==> src/rtl/core/flf_pkg.sv <==
// flf_pkg: shared types, character codes and helpers for the text line folder
// used by flf_cell, flf_chain and text_line_folder_unit; no dependencies
package flf_pkg;

  localparam logic [7:0] CH_NL     = 8'd10;
  localparam logic [7:0] CH_TAB    = 8'd9;
  localparam logic [7:0] CH_SP     = 8'd32;
  localparam logic [7:0] CH_HYPHEN = 8'd45;

  typedef enum logic [1:0] {
    ST_IDLE,
    ST_DRAIN,
    ST_NL
  } state_t;

  // per-cell control
  typedef struct packed {
    logic shift;
    logic load;
  } cell_ctl_t;

  // chain control from the sequencer
  typedef struct packed {
    logic       shift;
    logic       wr_en;
    logic [7:0] wr_data;
    logic       wr1_en;
    logic [7:0] wr1_data;
  } chain_ctl_t;

  function automatic logic is_ws(input logic [7:0] ch);
    is_ws = (ch == CH_SP) || (ch == CH_TAB) || (ch == CH_NL);
  endfunction

endpackage

==> src/rtl/core/text_line_folder_unit.sv <==
// text_line_folder_unit: folds a byte stream into lines of at most LINE_LEN chars
// depends on flf_pkg and flf_chain (which uses flf_cell)
//
// usage:
//  - input channel: one transfer per byte; in_tuser high marks end of text,
//    in which case in_tdata is ignored and the stored line is flushed
//  - output channel: one transfer per emitted byte; out_tlast marks the final
//    byte caused by one input transfer
//  - an input that only stores a byte (or drops whitespace) leaves the unit idle
//  - an input that flushes a line of n stored bytes takes n + 1 output
//    transfers after it is accepted; bytes leave one per cycle from the
//    head of the cell chain unless out_tready stalls them; the chain
//    shifts down one place per emitted byte
//  - no new input is taken while a line is being flushed
//  - reset clears the fill count and line-start flags; store contents are
//    left as they are, only bytes below the fill count are ever emitted
//  - a stall on out_tready simply holds the output register and pauses the
//    chain shift, nothing is lost
module text_line_folder_unit #(
  parameter int LINE_LEN = 40
) (
  input  logic       clk,
  input  logic       rst_n,
  // input channel
  input  logic       in_tvalid,
  output logic       in_tready,
  input  logic [7:0] in_tdata,   // [7:0] in_char
  input  logic       in_tuser,   // [0] end_of_text
  // result channel
  output logic       out_tvalid,
  input  logic       out_tready,
  output logic [7:0] out_tdata,  // [7:0] out_char
  output logic       out_tlast   // last_of_run
);

  localparam int CW = $clog2(LINE_LEN + 1);
  localparam int IW = $clog2(LINE_LEN);

  flf_pkg::state_t state_r, state_nxt;

  // line state
  logic [CW-1:0] fill_r, fill_nxt;
  logic          started_r, started_nxt;
  logic          pend_r, pend_nxt;

  // flush bookkeeping
  logic [CW-1:0] cnt_r, cnt_nxt;
  logic          sub_use_r, sub_use_nxt;
  logic [7:0]    sub_char_r, sub_char_nxt;
  logic [1:0]    post_fill_r, post_fill_nxt;
  logic [7:0]    post_b0_r, post_b0_nxt;
  logic [7:0]    post_b1_r, post_b1_nxt;

  // output register
  logic       out_valid_r, out_valid_nxt;
  logic [7:0] out_data_r, out_data_nxt;
  logic       out_last_r, out_last_nxt;

  flf_pkg::chain_ctl_t chain_ctl;
  logic [IW-1:0]       wr_idx;
  logic [7:0]          head, last_b, last2_b;
  logic                slot_free;
  logic                full;

  flf_chain #(
    .LINE_LEN (LINE_LEN)
  ) u_chain (
    .clk    (clk),
    .ctl    (chain_ctl),
    .wr_idx (wr_idx),
    .head   (head),
    .last   (last_b),
    .last2  (last2_b)
  );

  assign slot_free = !out_valid_r || out_tready;
  assign full      = (fill_r >= CW'(LINE_LEN));

  always_ff @(posedge clk) begin
    if (!rst_n) begin
      state_r     <= flf_pkg::ST_IDLE;
      fill_r      <= '0;
      started_r   <= 1'b0;
      pend_r      <= 1'b0;
      cnt_r       <= '0;
      out_valid_r <= 1'b0;
    end else begin
      state_r     <= state_nxt;
      fill_r      <= fill_nxt;
      started_r   <= started_nxt;
      pend_r      <= pend_nxt;
      cnt_r       <= cnt_nxt;
      out_valid_r <= out_valid_nxt;
    end
  end

  // payload registers
  always_ff @(posedge clk) begin
    sub_use_r   <= sub_use_nxt;
    sub_char_r  <= sub_char_nxt;
    post_fill_r <= post_fill_nxt;
    post_b0_r   <= post_b0_nxt;
    post_b1_r   <= post_b1_nxt;
    out_data_r  <= out_data_nxt;
    out_last_r  <= out_last_nxt;
  end

  always_comb begin
    state_nxt     = state_r;
    fill_nxt      = fill_r;
    started_nxt   = started_r;
    pend_nxt      = pend_r;
    cnt_nxt       = cnt_r;
    sub_use_nxt   = sub_use_r;
    sub_char_nxt  = sub_char_r;
    post_fill_nxt = post_fill_r;
    post_b0_nxt   = post_b0_r;
    post_b1_nxt   = post_b1_r;
    out_valid_nxt = out_valid_r && !out_tready;
    out_data_nxt  = out_data_r;
    out_last_nxt  = out_last_r;
    in_tready     = 1'b0;
    chain_ctl     = '0;
    wr_idx        = fill_r[IW-1:0];

    unique case (state_r)
      flf_pkg::ST_IDLE: begin
        in_tready = 1'b1;
        if (in_tvalid) begin
          priority if (in_tuser) begin
            // end of text: flush whatever is stored, then back to reset state
            cnt_nxt       = fill_r;
            fill_nxt      = '0;
            started_nxt   = 1'b0;
            pend_nxt      = 1'b0;
            sub_use_nxt   = 1'b0;
            post_fill_nxt = 2'd0;
            state_nxt     = (fill_r == '0) ? flf_pkg::ST_NL : flf_pkg::ST_DRAIN;
          end else if (!started_r) begin
            // line start: whitespace dropped, repeated newlines become blank lines
            priority if (in_tdata == flf_pkg::CH_NL && pend_r) begin
              cnt_nxt       = '0;
              sub_use_nxt   = 1'b0;
              post_fill_nxt = 2'd0;
              state_nxt     = flf_pkg::ST_NL;
            end else if (in_tdata == flf_pkg::CH_NL) begin
              pend_nxt = 1'b1;
            end else if (!flf_pkg::is_ws(in_tdata)) begin
              chain_ctl.wr_en   = 1'b1;
              chain_ctl.wr_data = in_tdata;
              fill_nxt          = fill_r + CW'(1);
              started_nxt       = 1'b1;
              pend_nxt          = 1'b0;
            end else begin
              // leading space or tab
            end
          end else if (in_tdata == flf_pkg::CH_NL) begin
            // newline ends the line
            cnt_nxt       = fill_r;
            fill_nxt      = '0;
            started_nxt   = 1'b0;
            pend_nxt      = 1'b1;
            sub_use_nxt   = 1'b0;
            post_fill_nxt = 2'd0;
            state_nxt     = (fill_r == '0) ? flf_pkg::ST_NL : flf_pkg::ST_DRAIN;
          end else if (full) begin
            // full line: flush it, the carried bytes are loaded after the newline
            cnt_nxt     = CW'(LINE_LEN);
            sub_use_nxt = 1'b0;
            state_nxt   = flf_pkg::ST_DRAIN;
            priority if (flf_pkg::is_ws(in_tdata)) begin
              fill_nxt      = '0;
              started_nxt   = 1'b0;
              pend_nxt      = 1'b0;
              post_fill_nxt = 2'd0;
            end else if (flf_pkg::is_ws(last_b)) begin
              fill_nxt      = CW'(1);
              post_fill_nxt = 2'd1;
              post_b0_nxt   = in_tdata;
            end else begin
              // word continues: hyphenate, or blank if a single char follows a space
              sub_use_nxt   = 1'b1;
              sub_char_nxt  = flf_pkg::is_ws(last2_b) ? flf_pkg::CH_SP
                                                      : flf_pkg::CH_HYPHEN;
              fill_nxt      = CW'(2);
              post_fill_nxt = 2'd2;
              post_b0_nxt   = last_b;
              post_b1_nxt   = in_tdata;
            end
          end else begin
            chain_ctl.wr_en   = 1'b1;
            chain_ctl.wr_data = in_tdata;
            fill_nxt          = fill_r + CW'(1);
          end
        end
      end

      flf_pkg::ST_DRAIN: begin
        if (slot_free) begin
          out_valid_nxt   = 1'b1;
          out_data_nxt    = (cnt_r == CW'(1) && sub_use_r) ? sub_char_r : head;
          out_last_nxt    = 1'b0;
          chain_ctl.shift = 1'b1;
          cnt_nxt         = cnt_r - CW'(1);
          if (cnt_r == CW'(1)) begin
            state_nxt = flf_pkg::ST_NL;
          end
        end
      end

      flf_pkg::ST_NL: begin
        if (slot_free) begin
          out_valid_nxt      = 1'b1;
          out_data_nxt       = flf_pkg::CH_NL;
          out_last_nxt       = 1'b1;
          wr_idx             = '0;
          chain_ctl.wr_en    = (post_fill_r != 2'd0);
          chain_ctl.wr_data  = post_b0_r;
          chain_ctl.wr1_en   = (post_fill_r == 2'd2);
          chain_ctl.wr1_data = post_b1_r;
          state_nxt          = flf_pkg::ST_IDLE;
        end
      end

      default: begin
        state_nxt = flf_pkg::ST_IDLE;
      end
    endcase
  end

  assign out_tvalid = out_valid_r;
  assign out_tdata  = out_data_r;
  assign out_tlast  = out_last_r;

  // fill count never passes the line length
  a_fill_range: assert property (@(posedge clk) disable iff (!rst_n)
    fill_r <= CW'(LINE_LEN))
    else $error("fill count above line length");

  // a started line never has a pending newline
  a_start_pend: assert property (@(posedge clk) disable iff (!rst_n)
    started_r |-> !pend_r)
    else $error("started line with pending newline");

  // idle with a started line means at least one stored byte
  a_start_fill: assert property (@(posedge clk) disable iff (!rst_n)
    (state_r == flf_pkg::ST_IDLE && started_r) |-> fill_r != '0)
    else $error("started line with empty store");

  // draining always has bytes left to send
  a_drain_cnt: assert property (@(posedge clk) disable iff (!rst_n)
    (state_r == flf_pkg::ST_DRAIN) |-> cnt_r != '0)
    else $error("drain with zero count");

endmodule

==> src/rtl/core/flf_cell.sv <==
// flf_cell: one byte of the line store, loads a byte or takes its neighbor's
// depends on flf_pkg
module flf_cell (
  input  logic               clk,
  input  flf_pkg::cell_ctl_t ctl,
  input  logic [7:0]         load_data,
  input  logic [7:0]         nbr_data,
  output logic [7:0]         data
);

  logic [7:0] data_r;
  logic [7:0] data_nxt;

  always_comb begin
    data_nxt = data_r;
    if (ctl.load) begin
      data_nxt = load_data;
    end else if (ctl.shift) begin
      data_nxt = nbr_data;
    end
  end

  always_ff @(posedge clk) begin
    data_r <= data_nxt;
  end

  assign data = data_r;

endmodule

==> src/rtl/core/flf_chain.sv <==
// flf_chain: row of flf_cell forming the line store, shifts toward cell 0
// depends on flf_pkg and flf_cell
module flf_chain #(
  parameter int LINE_LEN = 40
) (
  input  logic                        clk,
  input  flf_pkg::chain_ctl_t         ctl,
  input  logic [$clog2(LINE_LEN)-1:0] wr_idx,
  output logic [7:0]                  head,
  output logic [7:0]                  last,
  output logic [7:0]                  last2
);

  localparam int IW = $clog2(LINE_LEN);

  logic [7:0] cell_q [LINE_LEN];

  for (genvar i = 0; i < LINE_LEN; i++) begin : g_cell
    flf_pkg::cell_ctl_t cctl;
    logic [7:0]         ld_data;
    logic [7:0]         nbr;

    always_comb begin
      cctl.shift = ctl.shift;
      cctl.load  = 1'b0;
      ld_data    = ctl.wr_data;
      if (ctl.wr_en && (wr_idx == IW'(i))) begin
        cctl.load = 1'b1;
      end else if (ctl.wr1_en && (i == 1)) begin
        cctl.load = 1'b1;
        ld_data   = ctl.wr1_data;
      end
    end

    // top cell has no upper neighbor, keeps its byte on a shift
    if (i == LINE_LEN - 1) begin : g_top
      assign nbr = cell_q[i];
    end else begin : g_mid
      assign nbr = cell_q[i+1];
    end

    flf_cell u_cell (
      .clk       (clk),
      .ctl       (cctl),
      .load_data (ld_data),
      .nbr_data  (nbr),
      .data      (cell_q[i])
    );
  end

  assign head  = cell_q[0];
  assign last  = cell_q[LINE_LEN-1];
  assign last2 = cell_q[LINE_LEN-2];

endmodule
==> config.mk <==
export PLATFORM = sky130hd
export DESIGN_NAME = text_line_folder_unit
export DESIGN_NICKNAME = d
export VERILOG_FILES = /design/src/rtl/core/flf_pkg.sv /design/src/rtl/core/text_line_folder_unit.sv /design/src/rtl/core/flf_cell.sv /design/src/rtl/core/flf_chain.sv
export SDC_FILE = /design/constraint.sdc
export NUM_CORES = 1
export LEC_CHECK = 0
export ABC_AREA = 1
export BUFFER_PORTS_ARGS = -buffer_cell sky130_fd_sc_hd__buf_2
export CAP_MARGIN = 10
export CORE_MARGIN = 2
export CORE_UTILIZATION = 63
export DETAILED_ROUTE_END_ITERATION = 16
export PLACE_DENSITY = 0.8
export REMOVE_ABC_BUFFERS = 1
export SETUP_SLACK_MARGIN = 0.15
export SLEW_MARGIN = 20
export SYNTH_ARGS = -nofsm -noshare
export SYNTH_HDL_FRONTEND = slang
export SYNTH_HIERARCHICAL = 1
export SYNTH_SLANG_ARGS = --single-unit
==> constraint.sdc <==
create_clock -name clk -period 3.46 [get_ports clk]
set_clock_uncertainty 0.2 [all_clocks]
set_input_delay 0.173 -clock clk [delete_from_list [all_inputs] [get_ports clk]]
set_output_delay 0.173 -clock clk [all_outputs]
set_load 0.01 [all_outputs]
==> results.toml <==
[logic_synthesis]
synthSimpleGateAreaFrac_pct = 30.6
synth.avg_cell_area_um2 = 9.11
async_flop_share_pct = 0
synth_top_area_cell = "edfxtp_1"
ys_ff_latch = 366
seq_area_frac_synth_pct = 62.4
syn_inst = 1904
synth_most_common_cell = "nand2_1"
synth_compound_area_share_pct = 1.24
yosys-top-cells-count = "1133 x nand2_1, 349 x edfxtp_1, 112 x nor2_1"
synth_ff_type = "edfxtp_1"
yosys.area_share.xor_xnor_pct = 0.101
synth_cell_types = 33
synth_warnings = 6
synth.area.top_cells = "edfxtp_1 60%, nand2_1 25%, buf_6 2.7%"
synth_edf_count = 349
synthAdderAreaFrac_pct = 0.505
synth_top_family_by_area = "simple AND/OR/NAND/NOR gates"
synthMuxAreaShare_pct = 0
yosys.area.top_type_share_pct = 60.4
syn_area_um2 = 17300

[setup_path]
cp_slowest_cell = "nor2_1"
path_class = "reg2reg"
path_cells = "inv_1 > ha_1 > nand2_1 > clkinv_1 > nand2_2 > o21ai_1 > nand3_1 > buf_4 > nor2_1 > buf_4 > inv_2 > nand2_1 > nand2_1"
worstPathArrival_ns = 3.09
crit_end = "u_chain/g_cell[16].u_cell/data[1]"
critPathLaunchType = "flop"
crit_buf_inv = 5
cp_common_cell = "nand2_1"
rrSetupSlack_ns = 0.43
cp.depth = 13
worstSetupEndpointType = "flop"
regToRegEndpoint = "u_chain/g_cell[16].u_cell/data[1]"
required_ns = 3.52
crit_start = "state_r[0]"
reg2reg_depth = 13
crit_family = "simple AND/OR/NAND/NOR gates"
rr_startpoint = "state_r[0]"
path_max_fanout = 16
max_stage_delay_ns = 0.34

[global_route]
grt.total_usage_pct = 27.1
antenna_found_initial = 0
overflow = 0
grt_pass1_wl_um = 61600
grt_pass1_vias = 12500
grt_max_degree = 41

[power_and_ir_drop]
clkPwrFrac_pct = 28.2
power_w = 0.0147
seq_power_share_pct = 46.9
combPwrFrac_pct = 24.9
irDropWorstVdd_v = 0.000501
intPower_w = 0.00997
netSwitchingPower_w = 0.00470
swShare_pct = 32.1
power_density_nw_per_um2 = 764
leakagePower_nw = 8.39

[floorplanning]
coreArea_um2 = 27000
num_io_pins = 24
dieArea_um2 = 28900
dieWidth_um = 170
die_y_um = 170
rows = 60
start_util_pct = 64.3

[route]
vias_per_cell = 5.44
drc = 0
finalWirelength_um = 38200
drtAntennaViolNets = 0
wire_per_inst_um = 16.2
vias = 12800
dr.pass1.iters = 6
drt_iter0_markers = 1391

[cells_and_area]
diodes = 0
syn_to_final_growth_pct = 10.8
num-nets-final = 2006
stdcell_count = 2351
final_area_um2 = 19200
layout-drive-gt1-share_pct = 10.6

[sta]
hold_viol = 0
finalWorstSetupSlack_ns = 0.431
rsz0062_at_grt = "false"
maxSlewHeadroom_pct = 48.2
max_freq_ghz = 0.330
setup_viol = 0
final_max_slew_viol_count = 0
worstMarginPinSlew_ns = 0.775
period_share_pct = 87.5
fin_crit_ns = 3.03
setup-tns-final_ns = 0

[placement]
place_area_um2 = 17800
hpwlAfterDp_um = 25000
io_buffers = 23
dp_cells = 2273
place_ws_ns = 0.327
place.gp.congestion = 0.909

[clocking]
clkLatencyLatePin_ns = 0.52
cts_buffers = 38
clk_pin_slew_ns = 0.06
cts_tree = "yes"
h-tree-depth = 2
cts_setup_buffers = 0
clock_path_buffers = 3
root_buffer = "clkbuf_16"
clock_sinks = 366

[hold_path]
min_path_type = "in2reg"

[job]
drv_cap = 0

[run_status]
outcome = "finished, final reports clean"
worst min path at each step:
stage                      startpoint  slack (ns)            to  depth (start not counted)
after global placement    in_tdata[4]        0.19  post_b1_r[4]                          1
final                     in_tdata[4]        0.22  post_b1_r[4]                          2
after floorplan           in_tdata[0]        0.07  post_b1_r[0]                          0
after CTS                 in_tdata[4]        0.20  post_b1_r[4]                          2
after detailed placement  in_tdata[4]        0.19  post_b1_r[4]                          1
after global routing      in_tdata[6]        0.22  post_b1_r[6]                          2
cells in the final DEF, fill, tap and decap left out, types with 6 or more instances in the layout:
master            n
ha_1              7
dlygate4sd3_1    14
bufinv_16         6
inv_2            42
dfxtp_1          17
or2_1            34
buf_2            23
clkbuf_16        39
edfxtp_1        349
nor2_1          109
nand3_1          24
or2_4             6
clkinv_1         10
nand2_1        1125
o21ai_0          17
nand2_2          15
buf_4            53
inv_1            56
a21oi_1          14
final cells by class:
class                           instances  area, um^2
Timing Repair Buffer                   90         653
Inverter                              102         385
Tap cell                              341         427
Sequential cell                       366       10800
Clock buffer                           42         987
Fill cell                            1864        7740
Clock inverter                         22         268
Multi-Input combinational cell       1388        5670
repair_timing:
| item | CTS | global route |
|---|---|---|
| endpoints found under the setup margin | 0 | 129 |
| gates resized for setup | 0 | 9 |
| hold buffers | 14 | 0 |
| hold endpoints to repair | 33 | 0 |
registers in the layout (all words and copies together), names as in the netlist, 2 cells and up:
| register | flops |
|---|---|
| post_fill_r | 2 |
| post_b0_r | 8 |
| state_r | 2 |
| cnt_r | 6 |
| post_b1_r | 8 |
| out_tdata | 8 |
| fill_r | 6 |
| u_chain/g_cell.u_cell/data | 320 |
cell families after synthesis:
family | after synthesis
simple gates | 1340
flops | 366
buf+inv | 150
compound gates | 39
fa+ha+maj | 7
xor+xnor | 2
through the flow:
stage	hold WS [ns]	utilization, %
after floorplan	0.0719	-
after global placement	0.193	66.0
after detailed placement	0.191	66.0
after CTS	0.201	71.2
after global routing	0.221	71.3
final	0.221	71.3
worst reg2reg max path, stage by stage (launching register included):
cell      delay [ns]
dfxtp_1         0.32
inv_1           0.10
ha_1            0.31
nand2_1         0.15
clkinv_1        0.20
nand2_2         0.11
o21ai_1         0.23
nand3_1         0.14
buf_4           0.23
nor2_1          0.35
buf_4           0.22
inv_2           0.08
nand2_1         0.06
nand2_1         0.08
power groups by stage:
| stage | Sequential (W) | Combinational [W] | Clock, W |
|---|---|---|---|
| global route | 0.00698 | 0.00406 | 0.00435 |
| finish | 0.00688 | 0.00366 | 0.00414 |
| global placement | 0.00695 | 0.00341 | 0 |
| CTS | 0.00689 | 0.00359 | 0.00418 |
| floorplan | 0.00686 | 0.00236 | 0 |
| detailed placement | 0.00696 | 0.00355 | 0 |
per-layer routing:
metal / GRT usage, % / routed length, um
met5: 0 / 0
met3: 4.53 / 3150
met4: 10.4 / 1270
met2: 46.0 / 18300
met1: 35.4 / 15500
(Power assumes the default switching activity.)
